`src/hdl/mhhc_pkg.sv`:
```
// ---------------------------------------------------------------------------
// mhhc_pkg
// Shared types, constants and match tables for the mail header hop counter.
// ---------------------------------------------------------------------------
package mhhc_pkg;

  typedef enum logic [1:0] {
    STATUS_OK       = 2'd0,
    STATUS_TOO_LONG = 2'd1,
    STATUS_HOPS     = 2'd2
  } status_t;

  typedef enum logic {
    OP_DATA  = 1'b0,
    OP_START = 1'b1
  } op_t;

  typedef enum logic {
    CFG_MAX_DATA_BYTES = 1'b0,
    CFG_MAX_HOPS       = 1'b1
  } cfg_idx_t;

  localparam int unsigned CFG_DATA_W = 32;
  localparam int unsigned HOP_W      = 16;

  localparam logic [HOP_W-1:0] HOP_DEFAULT      = 16'd100;
  localparam logic [3:0]       LINE_CAP         = 4'd13;
  localparam logic [3:0]       REC_LAST         = 4'd8;
  localparam logic [3:0]       DLV_LAST         = 4'd12;
  localparam logic [7:0]       LINE_FEED        = 8'h0A;

  // Case-insensitive compare against "received:" at line position k.
  function automatic logic rec_char_ok(input logic [3:0] k, input logic [7:0] ch);
    logic ok;
    unique case (k)
      4'd0:    ok = (ch == "r") || (ch == "R");
      4'd1:    ok = (ch == "e") || (ch == "E");
      4'd2:    ok = (ch == "c") || (ch == "C");
      4'd3:    ok = (ch == "e") || (ch == "E");
      4'd4:    ok = (ch == "i") || (ch == "I");
      4'd5:    ok = (ch == "v") || (ch == "V");
      4'd6:    ok = (ch == "e") || (ch == "E");
      4'd7:    ok = (ch == "d") || (ch == "D");
      4'd8:    ok = (ch == ":");
      default: ok = 1'b0;
    endcase
    return ok;
  endfunction

  // Case-insensitive compare against "delivered-to:" at line position k.
  function automatic logic dlv_char_ok(input logic [3:0] k, input logic [7:0] ch);
    logic ok;
    unique case (k)
      4'd0:    ok = (ch == "d") || (ch == "D");
      4'd1:    ok = (ch == "e") || (ch == "E");
      4'd2:    ok = (ch == "l") || (ch == "L");
      4'd3:    ok = (ch == "i") || (ch == "I");
      4'd4:    ok = (ch == "v") || (ch == "V");
      4'd5:    ok = (ch == "e") || (ch == "E");
      4'd6:    ok = (ch == "r") || (ch == "R");
      4'd7:    ok = (ch == "e") || (ch == "E");
      4'd8:    ok = (ch == "d") || (ch == "D");
      4'd9:    ok = (ch == "-");
      4'd10:   ok = (ch == "t") || (ch == "T");
      4'd11:   ok = (ch == "o") || (ch == "O");
      4'd12:   ok = (ch == ":");
      default: ok = 1'b0;
    endcase
    return ok;
  endfunction

endpackage

```
`src/hdl/mhhc_in_if.sv`:
```
// ---------------------------------------------------------------------------
// mhhc_in_if
// Request channel: one message byte or a start-of-message event.
// ---------------------------------------------------------------------------
interface mhhc_in_if;
  logic       valid;
  logic       ready;
  logic       op;
  logic [7:0] data_byte;

  modport source (output valid, output op, output data_byte, input ready);
  modport sink   (input valid, input op, input data_byte, output ready);
endinterface

```
`src/hdl/mhhc_out_if.sv`:
```
// ---------------------------------------------------------------------------
// mhhc_out_if
// Result channel: status and header flag for each request.
// ---------------------------------------------------------------------------
interface mhhc_out_if;
  logic       valid;
  logic       ready;
  logic [1:0] status;
  logic       header_open;

  modport source (output valid, output status, output header_open, input ready);
  modport sink   (input valid, input status, input header_open, output ready);
endinterface

```
`src/hdl/mail_header_hop_counter_unit.sv`:
```
// ---------------------------------------------------------------------------
// mail_header_hop_counter_unit
// Counts message bytes and trace headers (received:, delivered-to:) in the
// header section and flags oversize messages and hop loops.
// ---------------------------------------------------------------------------
//
//  channel   dir   handshake         payload
//  in_ch     in    valid/ready       op, data_byte
//  out_ch    out   valid/ready       status, header_open
//  cfg_*     in    cfg_we            cfg_index, cfg_data
//
//  One request per cycle while the sink keeps up; its result is in the
//  output register the cycle after acceptance. Scan state loads on accept.
//  in_ch.ready is high whenever the output register is empty or being
//  drained, so a stalled sink holds one result and stops intake.
//  rst_n (synchronous) clears the scan state, sets max_data_bytes to 0 and
//  max_hops to 100.
//
module mail_header_hop_counter_unit (
  input  logic                                 clk,
  input  logic                                 rst_n,
  mhhc_in_if.sink                              in_ch,
  mhhc_out_if.source                           out_ch,
  input  logic                                 cfg_we,
  input  mhhc_pkg::cfg_idx_t                   cfg_index,
  input  logic [mhhc_pkg::CFG_DATA_W-1:0]      cfg_data
);

  logic [31:0]                  max_data_bytes_r;
  logic [mhhc_pkg::HOP_W-1:0]   max_hops_r;

  logic [31:0]                  byte_total_r,    byte_total_nxt;
  logic [mhhc_pkg::HOP_W-1:0]   rec_total_r,     rec_total_nxt;
  logic [mhhc_pkg::HOP_W-1:0]   dlv_total_r,     dlv_total_nxt;
  logic                         header_r,        header_nxt;
  logic [3:0]                   line_off_r,      line_off_nxt;
  logic                         rec_cand_r,      rec_cand_nxt;
  logic                         dlv_cand_r,      dlv_cand_nxt;

  logic                         out_valid_r;
  mhhc_pkg::status_t            out_status_r,    status_nxt;
  logic                         out_header_r;

  logic                         in_acc;
  logic [31:0]                  byte_inc;
  logic [mhhc_pkg::HOP_W-1:0]   rec_inc;
  logic [mhhc_pkg::HOP_W-1:0]   dlv_inc;
  logic [mhhc_pkg::HOP_W-1:0]   hop_lim;
  logic                         size_over;

  assign in_ch.ready = !out_valid_r || out_ch.ready;
  assign in_acc      = in_ch.valid && in_ch.ready;

  assign out_ch.valid       = out_valid_r;
  assign out_ch.status      = out_status_r;
  assign out_ch.header_open = out_header_r;

  assign byte_inc  = (byte_total_r == '1) ? byte_total_r : byte_total_r + 32'd1;
  assign rec_inc   = (rec_total_r == '1) ? rec_total_r : rec_total_r + 16'd1;
  assign dlv_inc   = (dlv_total_r == '1) ? dlv_total_r : dlv_total_r + 16'd1;
  assign hop_lim   = (max_hops_r == '0) ? mhhc_pkg::HOP_DEFAULT : max_hops_r;
  assign size_over = (max_data_bytes_r != '0) && (byte_inc > max_data_bytes_r);

  always_comb begin
    byte_total_nxt = byte_total_r;
    rec_total_nxt  = rec_total_r;
    dlv_total_nxt  = dlv_total_r;
    header_nxt     = header_r;
    line_off_nxt   = line_off_r;
    rec_cand_nxt   = rec_cand_r;
    dlv_cand_nxt   = dlv_cand_r;
    status_nxt     = mhhc_pkg::STATUS_OK;

    if (in_ch.op == mhhc_pkg::OP_START) begin
      byte_total_nxt = '0;
      rec_total_nxt  = '0;
      dlv_total_nxt  = '0;
      header_nxt     = 1'b1;
      line_off_nxt   = '0;
      rec_cand_nxt   = 1'b1;
      dlv_cand_nxt   = 1'b1;
    end else begin
      byte_total_nxt = byte_inc;
      // past the header only the byte count advances
      if (size_over) begin
        status_nxt = mhhc_pkg::STATUS_TOO_LONG;
      end else if (header_r) begin
        if (in_ch.data_byte == mhhc_pkg::LINE_FEED) begin
          // an empty line closes the header
          if (line_off_r == '0) header_nxt = 1'b0;
          line_off_nxt = '0;
          rec_cand_nxt = header_nxt;
          dlv_cand_nxt = header_nxt;
        end else if (line_off_r < mhhc_pkg::LINE_CAP) begin
          if (rec_cand_r) begin
            if (!mhhc_pkg::rec_char_ok(line_off_r, in_ch.data_byte)) begin
              rec_cand_nxt = 1'b0;
            end else if (line_off_r == mhhc_pkg::REC_LAST) begin
              rec_cand_nxt  = 1'b0;
              dlv_cand_nxt  = 1'b0;
              rec_total_nxt = rec_inc;
              if (rec_inc > hop_lim) status_nxt = mhhc_pkg::STATUS_HOPS;
            end
          end
          // a completed received: match drops the other candidate too
          if (dlv_cand_nxt) begin
            if (!mhhc_pkg::dlv_char_ok(line_off_r, in_ch.data_byte)) begin
              dlv_cand_nxt = 1'b0;
            end else if (line_off_r == mhhc_pkg::DLV_LAST) begin
              rec_cand_nxt  = 1'b0;
              dlv_cand_nxt  = 1'b0;
              dlv_total_nxt = dlv_inc;
              if (dlv_inc > hop_lim) status_nxt = mhhc_pkg::STATUS_HOPS;
            end
          end
          line_off_nxt = line_off_r + 4'd1;
        end
      end
    end
  end

  always_ff @(posedge clk) begin
    if (!rst_n) begin
      max_data_bytes_r <= '0;
      max_hops_r       <= mhhc_pkg::HOP_DEFAULT;
    end else if (cfg_we) begin
      unique case (cfg_index)
        mhhc_pkg::CFG_MAX_DATA_BYTES: max_data_bytes_r <= cfg_data;
        mhhc_pkg::CFG_MAX_HOPS:       max_hops_r <= cfg_data[mhhc_pkg::HOP_W-1:0];
        default:                      max_hops_r <= max_hops_r;
      endcase
    end
  end

  always_ff @(posedge clk) begin
    if (!rst_n) begin
      byte_total_r <= '0;
      rec_total_r  <= '0;
      dlv_total_r  <= '0;
      header_r     <= 1'b1;
      line_off_r   <= '0;
      rec_cand_r   <= 1'b1;
      dlv_cand_r   <= 1'b1;
      out_valid_r  <= 1'b0;
    end else begin
      if (in_acc) begin
        byte_total_r <= byte_total_nxt;
        rec_total_r  <= rec_total_nxt;
        dlv_total_r  <= dlv_total_nxt;
        header_r     <= header_nxt;
        line_off_r   <= line_off_nxt;
        rec_cand_r   <= rec_cand_nxt;
        dlv_cand_r   <= dlv_cand_nxt;
        out_valid_r  <= 1'b1;
      end else if (out_ch.ready) begin
        out_valid_r <= 1'b0;
      end
    end
  end

  // result payload: load on accept, hold otherwise
  always_ff @(posedge clk) begin
    if (in_acc) begin
      out_status_r <= status_nxt;
      out_header_r <= header_nxt;
    end
  end

endmodule

```
`src/flat_wrapper.sv`:
```
// flat-port wrapper written by rule: the top's interface ports become plain ports
module mail_header_hop_counter_unit_flat 
  (clk, rst_n, cfg_we, cfg_index, cfg_data, in_ch_valid, in_ch_op, in_ch_data_byte, in_ch_ready, out_ch_valid, out_ch_status, out_ch_header_open, out_ch_ready);
  mhhc_in_if in_ch_i ();
  mhhc_out_if out_ch_i ();
  input  logic clk;
  input  logic rst_n;
  input  logic cfg_we;
  input  mhhc_pkg::cfg_idx_t cfg_index;
  input  logic [mhhc_pkg::CFG_DATA_W-1:0] cfg_data;
  input wire logic [$bits(in_ch_i.valid)-1:0] in_ch_valid;
  input wire logic [$bits(in_ch_i.op)-1:0] in_ch_op;
  input wire logic [$bits(in_ch_i.data_byte)-1:0] in_ch_data_byte;
  output wire logic [$bits(in_ch_i.ready)-1:0] in_ch_ready;
  output wire logic [$bits(out_ch_i.valid)-1:0] out_ch_valid;
  output wire logic [$bits(out_ch_i.status)-1:0] out_ch_status;
  output wire logic [$bits(out_ch_i.header_open)-1:0] out_ch_header_open;
  input wire logic [$bits(out_ch_i.ready)-1:0] out_ch_ready;
  assign in_ch_i.valid = in_ch_valid;
  assign in_ch_i.op = in_ch_op;
  assign in_ch_i.data_byte = in_ch_data_byte;
  assign in_ch_ready = in_ch_i.ready;
  assign out_ch_valid = out_ch_i.valid;
  assign out_ch_status = out_ch_i.status;
  assign out_ch_header_open = out_ch_i.header_open;
  assign out_ch_i.ready = out_ch_ready;
  mail_header_hop_counter_unit u_core (.clk(clk), .rst_n(rst_n), .in_ch(in_ch_i), .out_ch(out_ch_i), .cfg_we(cfg_we), .cfg_index(cfg_index), .cfg_data(cfg_data));
endmodule
```
`config.mk`:
```
export PLATFORM = sky130hd
export DESIGN_NAME = mail_header_hop_counter_unit_flat
export DESIGN_NICKNAME = d
export VERILOG_FILES = /design/src/hdl/mhhc_pkg.sv /design/src/hdl/mhhc_in_if.sv /design/src/hdl/mhhc_out_if.sv /design/src/hdl/mail_header_hop_counter_unit.sv /design/src/flat_wrapper.sv
export SDC_FILE = /design/constraint.sdc
export NUM_CORES = 1
export LEC_CHECK = 0
export ABC_AREA = 0
export BUFFER_PORTS_ARGS = -buffer_cell sky130_fd_sc_hd__buf_4
export CAP_MARGIN = 0
export CELL_PAD_IN_SITES_DETAIL_PLACEMENT = 0
export CELL_PAD_IN_SITES_GLOBAL_PLACEMENT = 1
export CORE_MARGIN = 3
export CORE_UTILIZATION = 45
export DETAILED_ROUTE_END_ITERATION = 10
export GPL_TIMING_DRIVEN = 0
export PLACE_DENSITY = 0.82
export SYNTH_ARGS = -nofsm -noshare
export SYNTH_HDL_FRONTEND = slang
export SYNTH_SLANG_ARGS = --single-unit
```
`constraint.sdc`:
```
create_clock -name clk -period 6.82 [get_ports clk]
set_input_delay 1.023 -clock clk [delete_from_list [all_inputs] [get_ports clk]]
set_output_delay 1.023 -clock clk [all_outputs]
set_load 0.05 [all_outputs]
```
Yosys cells after proc, flatten, opt, wreduce, memory -nomap -nowiden

Cells that the tools add are included.

Register bits: 123
Output and inout port bits: 5
Input port bits: 47
Word-level logic and storage cells: 183

Bitwise logic cells: 3
Add/subtract/negate cells: 4
Equality and inequality tests: 38
Magnitude comparators: 4
Multiplexer cells: 86
Reduce and logical (&&, ||, !) cells: 35

Operators with widths:

| operator              | number |
|---|---|
| $mux 16               | 19 |
| $eq 8x7->1 const B    | 18 |
| $mux 32               | 2 |
| $mux 1                | 50 |
| $add 16x1->16 const B | 2 |
| $add 32x1->32 const B | 1 |
| $eq 16x16->1 const B  | 2 |
| $eq 32x32->1 const B  | 1 |
| $gt 16x16->1          | 2 |
| $gt 32x32->1          | 1 |
| $reduce_bool 32->1    | 1 |
| $eq 4x4->1 const B    | 5 |
| $mux 4                | 5 |
| $reduce_bool 2->1     | 9 |
| $eq 4x3->1 const B    | 4 |
| $eq 8x6->1 const B    | 2 |
| $logic_not 16->1      | 1 |
| $mux 2                | 8 |
| $reduce_and 8->1      | 2 |
| $logic_or 1x1->1      | 10 |
| $pmux 1 s10           | 1 |
| $eq 4x2->1 const B    | 2 |
| $eq 8x4->1 const B    | 1 |
| $pmux 1 s7            | 1 |
| 14 further kinds      | 20 |

Depth between registers and ports, before layout

Gate-level depths: netlist of the first run.

Depth in word-level cells: 29
Depth in mapped cells: 18
Gate-level depth less buffers: 16

Worst setup path after synthesis of the first run

Ideal clock, no wire load.

Kind: register to register
Start: register u_core.byte_total_r[4]
End: register u_core.rec_total_r[13] (netlist bit)
Arrival time: 4068 ps
Stages on the path, launching flop included: 18
Path slack: 2636 ps
Buffers on the path: 1
Period minus slack after synthesis: 4184 ps
Required time: 6704 ps
Cell sequence: dfxtp_1 > buf_2 > and4_4 > nand4_4 > or4_4 > nor3_4 > nor2_2 > nand3_1 > xnor2_1 > ha_1 > nand4_1 > nor2_1 > a221o_1 > a211o_1 > a221oi_4 > nand3_1 > or3_1 > o211a_1

Word-level cells in the longest chain between the ends: 6
Elaborated cells on any way between the ends: 7
Classes of those cells: add/sub (1); order compare (1); eq/ne (2); mux (1); reduce/logical (2)

RTL lines:

| element                                              | line                                | RTL |
|---|---|---|
| start, declared                                      | mail_header_hop_counter_unit.sv:32  | `logic [31:0] byte_total_r, byte_total_nxt;` |
| start signal, assigned                               | mail_header_hop_counter_unit.sv:147 | `byte_total_r <= byte_total_nxt;` |
| $add 32x1->32 / $eq 32x32->1 (equally long branches) | mail_header_hop_counter_unit.sv:58  | `assign byte_inc = (byte_total_r == '1) ? byte_total_r : byte_total_r + 32'd1;` |
| $mux 32 (*)                                          | mail_header_hop_counter_unit.sv:58  |  |
| $gt 32x32->1 (*)                                     | mail_header_hop_counter_unit.sv:62  | `assign size_over = (max_data_bytes_r != '0) && (byte_inc > max_data_bytes_r);` |
| $logic_and 1x1->1 (*)                                | mail_header_hop_counter_unit.sv:62  |  |
| $ne 2x2->1 (no source line) (*)                      | --                                  |  |
| $reduce_and 8->1 (no source line) (*)                | --                                  |  |
| end signal, assigned                                 | mail_header_hop_counter_unit.sv:148 | `rec_total_r <= rec_total_nxt;` |
| end, declared                                        | mail_header_hop_counter_unit.sv:33  | `logic [mhhc_pkg::HOP_W-1:0] rec_total_r, rec_total_nxt;` |

Every way passes the cells marked *; elsewhere a longest branch is shown, timed or not.
A chain may end at the register's enable or synchronous reset.

Worst setup path after layout of the first run

Start: register u_core.byte_total_r[4]
End: register u_core.line_off_r[3]

Word-level cells in the longest chain between the ends: 6
Elaborated cells on any way between the ends: 7
Classes of those cells: add/sub (1); order compare (1); eq/ne (2); mux (1); reduce/logical (2)

RTL lines:

| element                                              | line                                | RTL |
|---|---|---|
| $add 32x1->32 / $eq 32x32->1 (equally long branches) | mail_header_hop_counter_unit.sv:58  |  |
| $mux 32 (*)                                          | mail_header_hop_counter_unit.sv:58  |  |
| $gt 32x32->1 (*)                                     | mail_header_hop_counter_unit.sv:62  |  |
| $logic_and 1x1->1 (*)                                | mail_header_hop_counter_unit.sv:62  |  |
| $ne 2x2->1 (no source line) (*)                      | --                                  |  |
| $reduce_and 4->1 (no source line) (*)                | --                                  |  |
| end signal, assigned                                 | mail_header_hop_counter_unit.sv:151 | `line_off_r <= line_off_nxt;` |
| end, declared                                        | mail_header_hop_counter_unit.sv:36  | `logic [3:0] line_off_r, line_off_nxt;` |

Marked as above.

==> impl_metrics.csv, run 1 <==
group,metric,value,unit
run_status,status,"completed",
layout,register_area,2492,sq um
synthesis,synth_mux_area_share,0.3879,%
clocking,ctsHoldBuffers,0,
global_route,track_usage,24.94,%
synthesis,ys.flop_type,"dfxtp_1",
layout,antennaDiodeCount,0,
synthesis,netlist_area,8387,sq um
routing,via_per_inst,5.743,
sta,relSlewSlack,39.36,%
critical_path,cp-start-kind,"flop",
synthesis,synth-xor-area-share,5.013,%
clocking,clkSlewWorstSetupHoldPaths,0.06,ns
routing,drc,0,
routing,drtPass1Iterations,5,
global_route,overflow,0,
sta,setup_viol,0,
floorplanning,core,18150,sq um
critical_path,r2r_slack,1.76,ns
clocking,worstSkewPairLatency,0.42,ns
place,post-dp-hpwl,19.18,mm
job,drv_cap,0,
synthesis,synthSimpleGateAreaFrac,30.49,%
clocking,clock-sinks,123,
layout,design_area,9693,sq um
synthesis,syn_avg_cell_area,7.576,sq um
clocking,cts-root-buf,"clkbuf_16",
critical_path,critPathKind,"flop to flop",
critical_path,critPathMaxFanout,10,
synthesis,ys_types,78,
floorplanning,dieArea,20310,sq um
layout,area_growth,15.58,%
global_route,grt_pass1_vias,7685,
floorplanning,io_pins,52,
clocking,cts_tree,"built",
sta,hold_violations,0,
sta,maxSlewViolCount,0,
synthesis,synth_compound_area_share,18.48,%
sta,fin_crit,5.064,ns
global_route,antenna_found_initial,0,
clocking,numCtsBuffers,17,
clocking,post_cts_buffers,0,
sta,fin_skew,0.01017,ns
place,place_area,9056,sq um
routing,avgRoutedWirePerCell,17.50,um
synthesis,synth-edff-count,3,
routing,drt-total-wl,24.84,mm
place,io_buffers,51,
clocking,cts_resized,0,
power,cellPowerDensity,202.5,nW/um^2
synthesis,ys_seq_area_share,29.72,%
layout,multi_input_area,5449,sq um
routing,vias,8149,
routing,drt_iter0_drc,549,
power,cellLeakagePower,3.904,nW
floorplanning,num_rows,49,
synthesis,yosys_warnings,0,
critical_path,worstPathArrival,5.37,ns
synthesis,synth_cells,1107,
power,fin_total_pwr,1.963,mW
floorplanning,fp.dieH,142.5,um
sta,rsz0062_at_grt,"false",
synthesis,ys_seq_elements,123,
layout,utilization,53.41,%
layout,final_nets,1295,
clocking,clockBufferDepth,2,
synthesis,syn_nets,1225,
sta,min_period_over_period,74.25,%
place,gp_congestion,0.8600,
layout,fillers,1796,
synthesis,synth_top_family_by_area,"simple AND/OR/NAND/NOR gates",
clocking,htree_num_levels,4,
floorplanning,die_x,142.5,um
routing,antenna_left,0,
critical_path,critPathCaptureType,"flop",
sta,tightest_slew,0.9027,ns
critical_path,required,7.12,ns
global_route,grt_max_degree,17,
synthesis,async_flop_share,0,%
power,ir_drop,0.1709,mV
sta,setup_tns,0,ns
synthesis,synthAdderAreaFrac,10.59,%
global_route,grt_pass1_wl,40.21,mm
sta,fmax,0.1975,GHz
floorplanning,start_util,46.21,%
layout,drive_gt1_share,10.08,%
worst_hold_path,hp-class,"flop to flop",
critical path: stages, from the launching register on:
cell      delay [ns]
dfxtp_1         0.30
buf_2           0.19
and4_4          0.26
nand4_4         0.15
or4_4           0.60
nor3_4          0.30
nor2_2          0.17
nand3_1         0.17
xnor2_1         0.12
ha_1            0.31
nand4_1         0.19
nor4_2          0.60
a21oi_1         0.25
a221oi_4        0.47
buf_4           0.26
nand2_1         0.22
a22oi_1         0.25
o22ai_1         0.10
power breakdown:
part / switching [mW] / internal, mW
Sequential: 0.0143 / 0.739
Combinational: 0.135 / 0.0728
Clock: 0.335 / 0.666
flip-flops by register name, summed over array words and instances (netlist names):
| register | count |
|---|---|
| u_core.byte_total_r | 32 |
| u_core.dlv_cand_r | 1 |
| u_core.dlv_total_r | 16 |
| u_core.header_r | 1 |
| u_core.line_off_r | 4 |
| u_core.max_data_bytes_r | 32 |
| u_core.max_hops_r | 16 |
| u_core.out_ch.header_open | 1 |
| u_core.out_ch.status | 2 |
| u_core.out_ch.valid | 1 |
| u_core.rec_cand_r | 1 |
| u_core.rec_total_r | 16 |
cells by family after synthesis:
| kind of cell | after synthesis |
|---|---|
| AO/OA/AOI/OAI | 249 |
| flip-flops | 123 |
| buffers and inverters | 113 |
| multiplexers | 3 |
| XOR/XNOR | 48 |
| AND/OR/NAND/NOR | 500 |
| adder cells (fa/ha/maj) | 71 |
synthesized netlist by cell type, drive strengths merged, types with 13 or more instances:
| master | count | share of area, % |
|---|---|---|
| nor2b | 17 | 1.3 |
| nand2 | 191 | 8.5 |
| nor4 | 25 | 2.3 |
| dfxtp | 120 | 29 |
| o21ai | 43 | 2.7 |
| nand3 | 55 | 3.4 |
| nor3 | 21 | 1.5 |
| a21oi | 113 | 6.8 |
| a21o | 13 | 1.2 |
| inv | 63 | 2.8 |
| clkbuf | 34 | 1.6 |
| ha | 71 | 11 |
| a31oi | 18 | 1.5 |
| xnor2 | 33 | 3.4 |
| or3 | 17 | 1.3 |
| nand4 | 41 | 3.4 |
| nor2 | 71 | 3.3 |
| xor2 | 15 | 1.6 |
| buf | 16 | 0.94 |
| and3 | 13 | 0.97 |
placed cells by master, fill, tap and decap left out, types with 4 or more instances in the layout:
cell	count
nand2_1	191
dfxtp_1	120
a21oi_1	112
ha_1	71
nor2_1	68
inv_1	63
nand3_1	53
buf_4	53
nand4_1	39
clkbuf_1	37
xnor2_1	33
o21ai_0	32
nor4_1	21
nor3_1	19
or3_1	17
clkbuf_16	17
nor2b_1	16
a31oi_1	16
xor2_1	15
a21o_1	13
and3_1	13
nand2b_1	11
o21ai_1	10
buf_2	9
a22o_1	9
o31ai_1	8
and2_1	6
o211ai_1	6
o21a_1	5
or4_1	5
buf_1	5
and4_1	5
nand3b_1	5
o22ai_1	5
a22oi_1	5
bufinv_16	5
nor3b_1	4
metal layers:
layer	part of all wire [%]	wire [um]	up-vias	GRT usage (%)
met5	0	0	-	0
met4	1.9	479	0	7.304
met3	5.1	1257	33	5.108
met2	46	11530	205	40.58
met1	47	11570	3813	33.51
li1	-	-	4098	-
through the flow:
stage / cells / hold slack, ns / setup WS [ns]
floorplan: 1107 / 0.4478 / 2.636
global placement: 1387 / 0.4605 / 1.891
detailed placement: 1387 / 0.4639 / 1.873
CTS: 1419 / 0.4680 / 1.854
global route: 1419 / 0.4851 / 1.332
finish: 1419 / 0.4650 / 1.756
cell type report:
class,count,share of cell area [%]
inverter,63,2.440
clock inverter,8,1.704
tap,229,2.956
clock buffer,24,4.866
sequential,123,25.71
buffer,50,2.156
multi-input combinational,871,56.22
timing repair buffer,51,3.950
final timing paths:
check,to,cells past startpoint,start
min,u_core.max_data_bytes_r[31],2,u_core.max_data_bytes_r[31]
max reg2reg,u_core.line_off_r[3],17,u_core.byte_total_r[4]
max,u_core.line_off_r[3],17,u_core.byte_total_r[4]
min reg2reg,u_core.max_data_bytes_r[31],2,u_core.max_data_bytes_r[31]
Power figures use the tool's default switching activity.
==> inputs of run 2 (changes only) <==
==> constraint.sdc (replaced) <==
create_clock -name clk -period 5.01 [get_ports clk]
set_input_delay 0.7515 -clock clk [delete_from_list [all_inputs] [get_ports clk]]
set_output_delay 0.7515 -clock clk [all_outputs]
set_load 0.05 [all_outputs]
==> run 2 against run 1 <==
- setup slack worse by 1.5 ns
- critical path type unchanged
- combinational power is 40% higher
- first-iteration DRC count increased by 13%
- sequential cell count unchanged
- die area did not move
- non-clock buffer count is 6 higher
- hold slack barely moved
==> impl_metrics.csv, run 2 (synthesized netlist as in run 1, its figures left out) <==
group,metric,value,unit
sta,fmax,0.2106,GHz
place,io_buffers,51,
power,power_frac_seq,38.3,%
global_route,grt_max_degree,17,
routing,avgRoutedWirePerCell,17.43,um
layout,antennaDiodeCount,0,
place,place_area,9056,sq um
sta,setup_tns,0,ns
global_route,grt_pass1_wl,40.21,mm
floorplanning,num_rows,49,
power,cellLeakagePower,3.937,nW
floorplanning,die_x,142.5,um
power,p_sw_share,24.69,%
clocking,numCtsBuffers,17,
sta,min_period_over_period,94.78,%
critical_path,critPathCaptureType,"flop",
global_route,antenna_found_initial,0,
power,combPwrFrac,10.9,%
sta,relSlewSlack,38.12,%
global_route,grt_pass1_vias,7685,
power,internal_power,2.016,mW
routing,drtPass1Iterations,6,
layout,drive_gt1_share,11.04,%
sta,tightest_slew,0.9282,ns
critical_path,required,5.32,ns
sta,postLayoutSetupSlackWorst,0.2614,ns
floorplanning,core,18150,sq um
power,cellPowerDensity,273.5,nW/um^2
clocking,clock-sinks,123,
sta,fin_crit,4.749,ns
worst_hold_path,hp-class,"flop to flop",
power,netSwitchingPower,0.6607,mW
critical_path,critPathMaxFanout,10,
run_status,status,"completed",
sta,hold_violations,0,
place,pre_cts_ws,0.06314,ns
routing,via_per_inst,5.748,
critical_path,r2r_slack,0.26,ns
clocking,clkSlewWorstSetupHoldPaths,0.06,ns
sta,setup_viol,0,
routing,vias,8191,
clocking,htree_num_levels,4,
layout,final_nets,1301,
floorplanning,io_pins,52,
floorplanning,start_util,46.21,%
sta,rsz0062_at_grt,"false",
power,fin_total_pwr,2.676,mW
sta,fin_skew,0.008862,ns
critical_path,critPathKind,"flop to flop",
routing,antenna_left,0,
power,ir_drop,0.2329,mV
routing,drt-total-wl,24.84,mm
layout,design_area,9787,sq um
floorplanning,dieArea,20310,sq um
clocking,worstSkewPairLatency,0.42,ns
layout,area_growth,16.69,%
clocking,cts_tree,"built",
global_route,overflow,0,
global_route,track_usage,24.94,%
layout,layout_common_cells,"nand2_1, dfxtp_1, a21oi_1",
clocking,clockBufferDepth,2,
place,post-dp-hpwl,19.18,mm
routing,drc,0,
critical_path,worstPathArrival,5.06,ns
place,gp_congestion,0.8600,
power,clkPwrFrac,50.9,%
clocking,ctsHoldBuffers,0,
layout,utilization,53.93,%
sta,maxSlewViolCount,0,
critical_path,cp-start-kind,"flop",
layout,mostFrequentLayoutCell,"nand2_1",
routing,drt_iter0_drc,619,
clocking,cts-root-buf,"clkbuf_16",
layout,fillers,1794,
floorplanning,fp.dieH,142.5,um
job,drv_cap,0,
layout,largest_registers,"u_core.byte_total_r x32, u_core.max_data_bytes_r x32",
-- run 2: what timing repair did --
action	4_1_cts	5_1_grt
buffers inserted	0	6
hold endpoints to repair	0	0
setup endpoints to repair	0	38
resized for setup	0	10
-- run 2: worst paths after layout --
path                                             startpoint                     endpoint  depth (start not counted)
worst min-delay path            u_core.max_data_bytes_r[31]  u_core.max_data_bytes_r[31]                          2
worst max register to register       u_core.byte_total_r[4]       u_core.rec_total_r[13]                         17
worst max-delay path                 u_core.byte_total_r[4]       u_core.rec_total_r[13]                         17
worst min register to register  u_core.max_data_bytes_r[31]  u_core.max_data_bytes_r[31]                          2
-- run 2: area by class of cell --
| class | instances | area, sq um | area share, % |
|---|---|---|---|
| tap | 229 | 286.5 | 2.928 |
| clock inverter | 8 | 165.2 | 1.688 |
| timing repair buffer | 57 | 427.9 | 4.372 |
| multi-input combinational | 871 | 5494 | 56.14 |
| sequential | 123 | 2492 | 25.47 |
| inverter | 63 | 236.5 | 2.416 |
| clock buffer | 24 | 471.7 | 4.820 |
| buffer | 50 | 212.7 | 2.173 |
-- run 2: metal layers --
layer	vias up	share of wire, %	GRT usage, %
met1	3842	46	33.51
met4	0	1.7	7.304
met3	33	5.1	5.108
li1	4113	-	-
met2	203	47	40.58
met5	-	0	0
-- run 2: critical path: stages, from the launching register on --
cell and delay (ns):
dfxtp_1 0.30, buf_2 0.18, and4_4 0.26, nand4_4 0.15, or4_4 0.61, nor3_4 0.27
nor2_2 0.14, nand3_1 0.17, xnor2_1 0.18, ha_1 0.29, nand4_1 0.19, nor2_1 0.08
a221o_1 0.34, a211o_4 0.31, a221oi_4 0.42, nand3_2 0.17, or3_1 0.37, o211a_1 0.22
-- run 2: through the flow --
| stage | hold slack, ns | cells |
|---|---|---|
| 2_1_floorplan | 0.4478 | 1107 |
| 3_3_place_gp | 0.4605 | 1387 |
| 3_5_place_dp | 0.4639 | 1387 |
| 4_1_cts | 0.4680 | 1419 |
| 5_1_grt | 0.4851 | 1425 |
| 6_report | 0.4648 | 1425 |
-- run 2: power groups by stage --
| stage | Combinational (mW) | Clock (mW) | Sequential (mW) |
|---|---|---|---|
| global route | 0.322 | 1.43 | 1.03 |
| finish | 0.291 | 1.36 | 1.02 |
| global placement | 0.280 | 0 | 1.05 |
| floorplan | 0.166 | 0 | 1.04 |
| detailed placement | 0.282 | 0 | 1.05 |
| CTS | 0.284 | 1.38 | 1.02 |
==> inputs of run 3 (changes only) <==
--- a/config.mk
+++ b/config.mk
@@ -6,7 +6,7 @@
 export NUM_CORES = 1
 export LEC_CHECK = 0
 export ABC_AREA = 0
-export BUFFER_PORTS_ARGS = -buffer_cell sky130_fd_sc_hd__buf_4
+export BUFFER_PORTS_ARGS = -buffer_cell sky130_fd_sc_hd__buf_2
 export CAP_MARGIN = 0
 export CELL_PAD_IN_SITES_DETAIL_PLACEMENT = 0
 export CELL_PAD_IN_SITES_GLOBAL_PLACEMENT = 1
==> run 3 against run 2 <==
- setup slack worse by 0.11 ns
- non-clock buffer count unchanged
- clock power about the same
- sequential cell count unchanged
- first-iteration DRC count up 3.6%
- final cell count about the same
- power down 1.1%
- critical path type unchanged
- largest cell class unchanged
- largest power group unchanged
==> impl_metrics.csv, run 3 (synthesized netlist as in run 1, its figures left out) <==
group,metric,value,unit
sta,tightest_slew,0.7978,ns
sta,fmax,0.2056,GHz
routing,drt_iter0_drc,641,
layout,mostFrequentLayoutCell,"nand2_1",
run_status,status,"completed",
routing,drc,0,
critical_path,rr_startpoint,"u_core.byte_total_r[4]",
worst_hold_path,hold_start,"u_core.max_hops_r[14]",
layout,final_nets,1301,
place,pre_cts_ws,0.05156,ns
floorplanning,die_x,142.5,um
clocking,clkSlewWorstSetupHoldPaths,0.06,ns
place,place_inst,1387,
sta,postLayoutSetupSlackWorst,0.1467,ns
power,ir_drop,0.2419,mV
sta,setup_tns,0,ns
routing,via_per_inst,5.692,
global_route,track_usage,24.75,%
layout,largest_registers,"u_core.byte_total_r x32, u_core.max_data_bytes_r x32",
critical_path,required,5.36,ns
critical_path,critPathMaxFanout,10,
power,internal_power,1.989,mW
clocking,htree_num_levels,4,
critical_path,worstPathArrival,5.22,ns
place,io_buffers,51,
power,cellPowerDensity,274.4,nW/um^2
global_route,grt_pass1_wl,39.92,mm
floorplanning,fp.dieH,142.5,um
place,gp_congestion,0.8625,
place,post-dp-hpwl,19.08,mm
power,clkPwrFrac,50.9,%
sta,setup_viol,0,
clocking,cts-root-buf,"clkbuf_16",
global_route,grt_pass1_vias,7590,
layout,area_growth,14.96,%
floorplanning,io_pins,52,
power,combPwrFrac,10.4,%
sta,hold_violations,0,
sta,min_period_over_period,97.07,%
clocking,numCtsBuffers,17,
sta,relSlewSlack,46.40,%
global_route,antenna_found_initial,0,
routing,vias,8105,
routing,avgRoutedWirePerCell,17.49,um
routing,antenna_left,0,
layout,design_area,9642,sq um
floorplanning,num_rows,49,
routing,drt-total-wl,24.90,mm
critical_path,r2r_slack,0.15,ns
clocking,clock-sinks,123,
layout,antennaDiodeCount,0,
power,cellLeakagePower,3.896,nW
power,netSwitchingPower,0.6573,mW
floorplanning,dieArea,20310,sq um
clocking,ctsHoldBuffers,0,
layout,fillers,1801,
routing,drtPass1Iterations,5,
power,fin_total_pwr,2.646,mW
critical_path,startpoint,"u_core.byte_total_r[4]",
sta,fin_skew,0.007191,ns
sta,maxSlewViolCount,0,
floorplanning,core,18150,sq um
sta,rsz0062_at_grt,"true",
clocking,worstSkewPairLatency,0.42,ns
global_route,grt_max_degree,17,
layout,layout.cells.non_filler,1424,
clocking,cts_tree,"built",
global_route,overflow,0,
layout,drive_gt1_share,10.96,%
critical_path,critPathCaptureType,"flop",
layout,layout_common_cells,"nand2_1, dfxtp_1, a21oi_1",
power,power_frac_seq,38.7,%
floorplanning,start_util,46.21,%
worst_hold_path,hp-class,"flop to flop",
power,p_sw_share,24.84,%
clocking,clockBufferDepth,2,
sta,fin_crit,4.863,ns
critical_path,critPathKind,"flop to flop",
place,place_area,8929,sq um
job,drv_cap,0,
layout,utilization,53.13,%
sta,hold_ws,0.4700,ns
critical_path,cp-start-kind,"flop",
==> run 3: what timing repair did <==
action	4_1_cts	5_1_grt
buffers inserted	0	6
resized for setup	0	4
endpoints found under the setup margin	0	38
hold endpoints to repair	0	0
==> run 3: power groups by stage <==
| stage | logic [mW] | registers [mW] | clock network [mW] |
|---|---|---|---|
| after floorplan | 0.166 | 1.04 | 0 |
| after global placement | 0.268 | 1.04 | 0 |
| after detailed placement | 0.270 | 1.05 | 0 |
| after CTS | 0.272 | 1.02 | 1.36 |
| after global routing | 0.306 | 1.03 | 1.40 |
| final | 0.275 | 1.02 | 1.35 |
==> run 3: critical path: stages (launching register included) <==
cell and delay, ns:
dfxtp_1 0.30, buf_2 0.19, and4_4 0.26, nand4_4 0.15, or4_4 0.61, nor3_4 0.26
nor2_2 0.15, nand3_1 0.16, xnor2_1 0.18, ha_1 0.29, nand4_1 0.21, nor2_1 0.08
a221o_1 0.33, a211o_1 0.33, a221oi_4 0.41, buf_4 0.27, nand3_1 0.17, or3_1 0.35
o21ai_1 0.08
==> run 3: layer usage <==
layer | wire, um | track usage [%] | up-vias
li1 | - | - | 4108
met1 | 11900 | 34.09 | 3787
met2 | 11690 | 41.12 | 185
met3 | 1006 | 3.999 | 25
met4 | 309 | 5.053 | 0
met5 | 0 | 0 | -
==> run 3: area by class of cell <==
| cell class | instances | area, sq um | area share [%] |
|---|---|---|---|
| multi-input cells | 871 | 5468 | 56.71 |
| flip-flops and latches | 123 | 2492 | 25.85 |
| clock buffers | 24 | 501.7 | 5.204 |
| repair buffers | 57 | 312.8 | 3.244 |
| well taps | 229 | 286.5 | 2.972 |
| inverters | 63 | 236.5 | 2.453 |
| plain buffers | 50 | 209.0 | 2.167 |
| clock inverters | 7 | 135.1 | 1.402 |
==> run 3: final timing paths <==
| path | to | cells after the start |
|---|---|---|
| worst max-delay path | u_core.dlv_total_r[11] | 18 |
| worst min-delay path | u_core.max_hops_r[14] | 2 |
| worst max register to register | u_core.dlv_total_r[11] | 18 |
| worst min register to register | u_core.max_hops_r[14] | 2 |
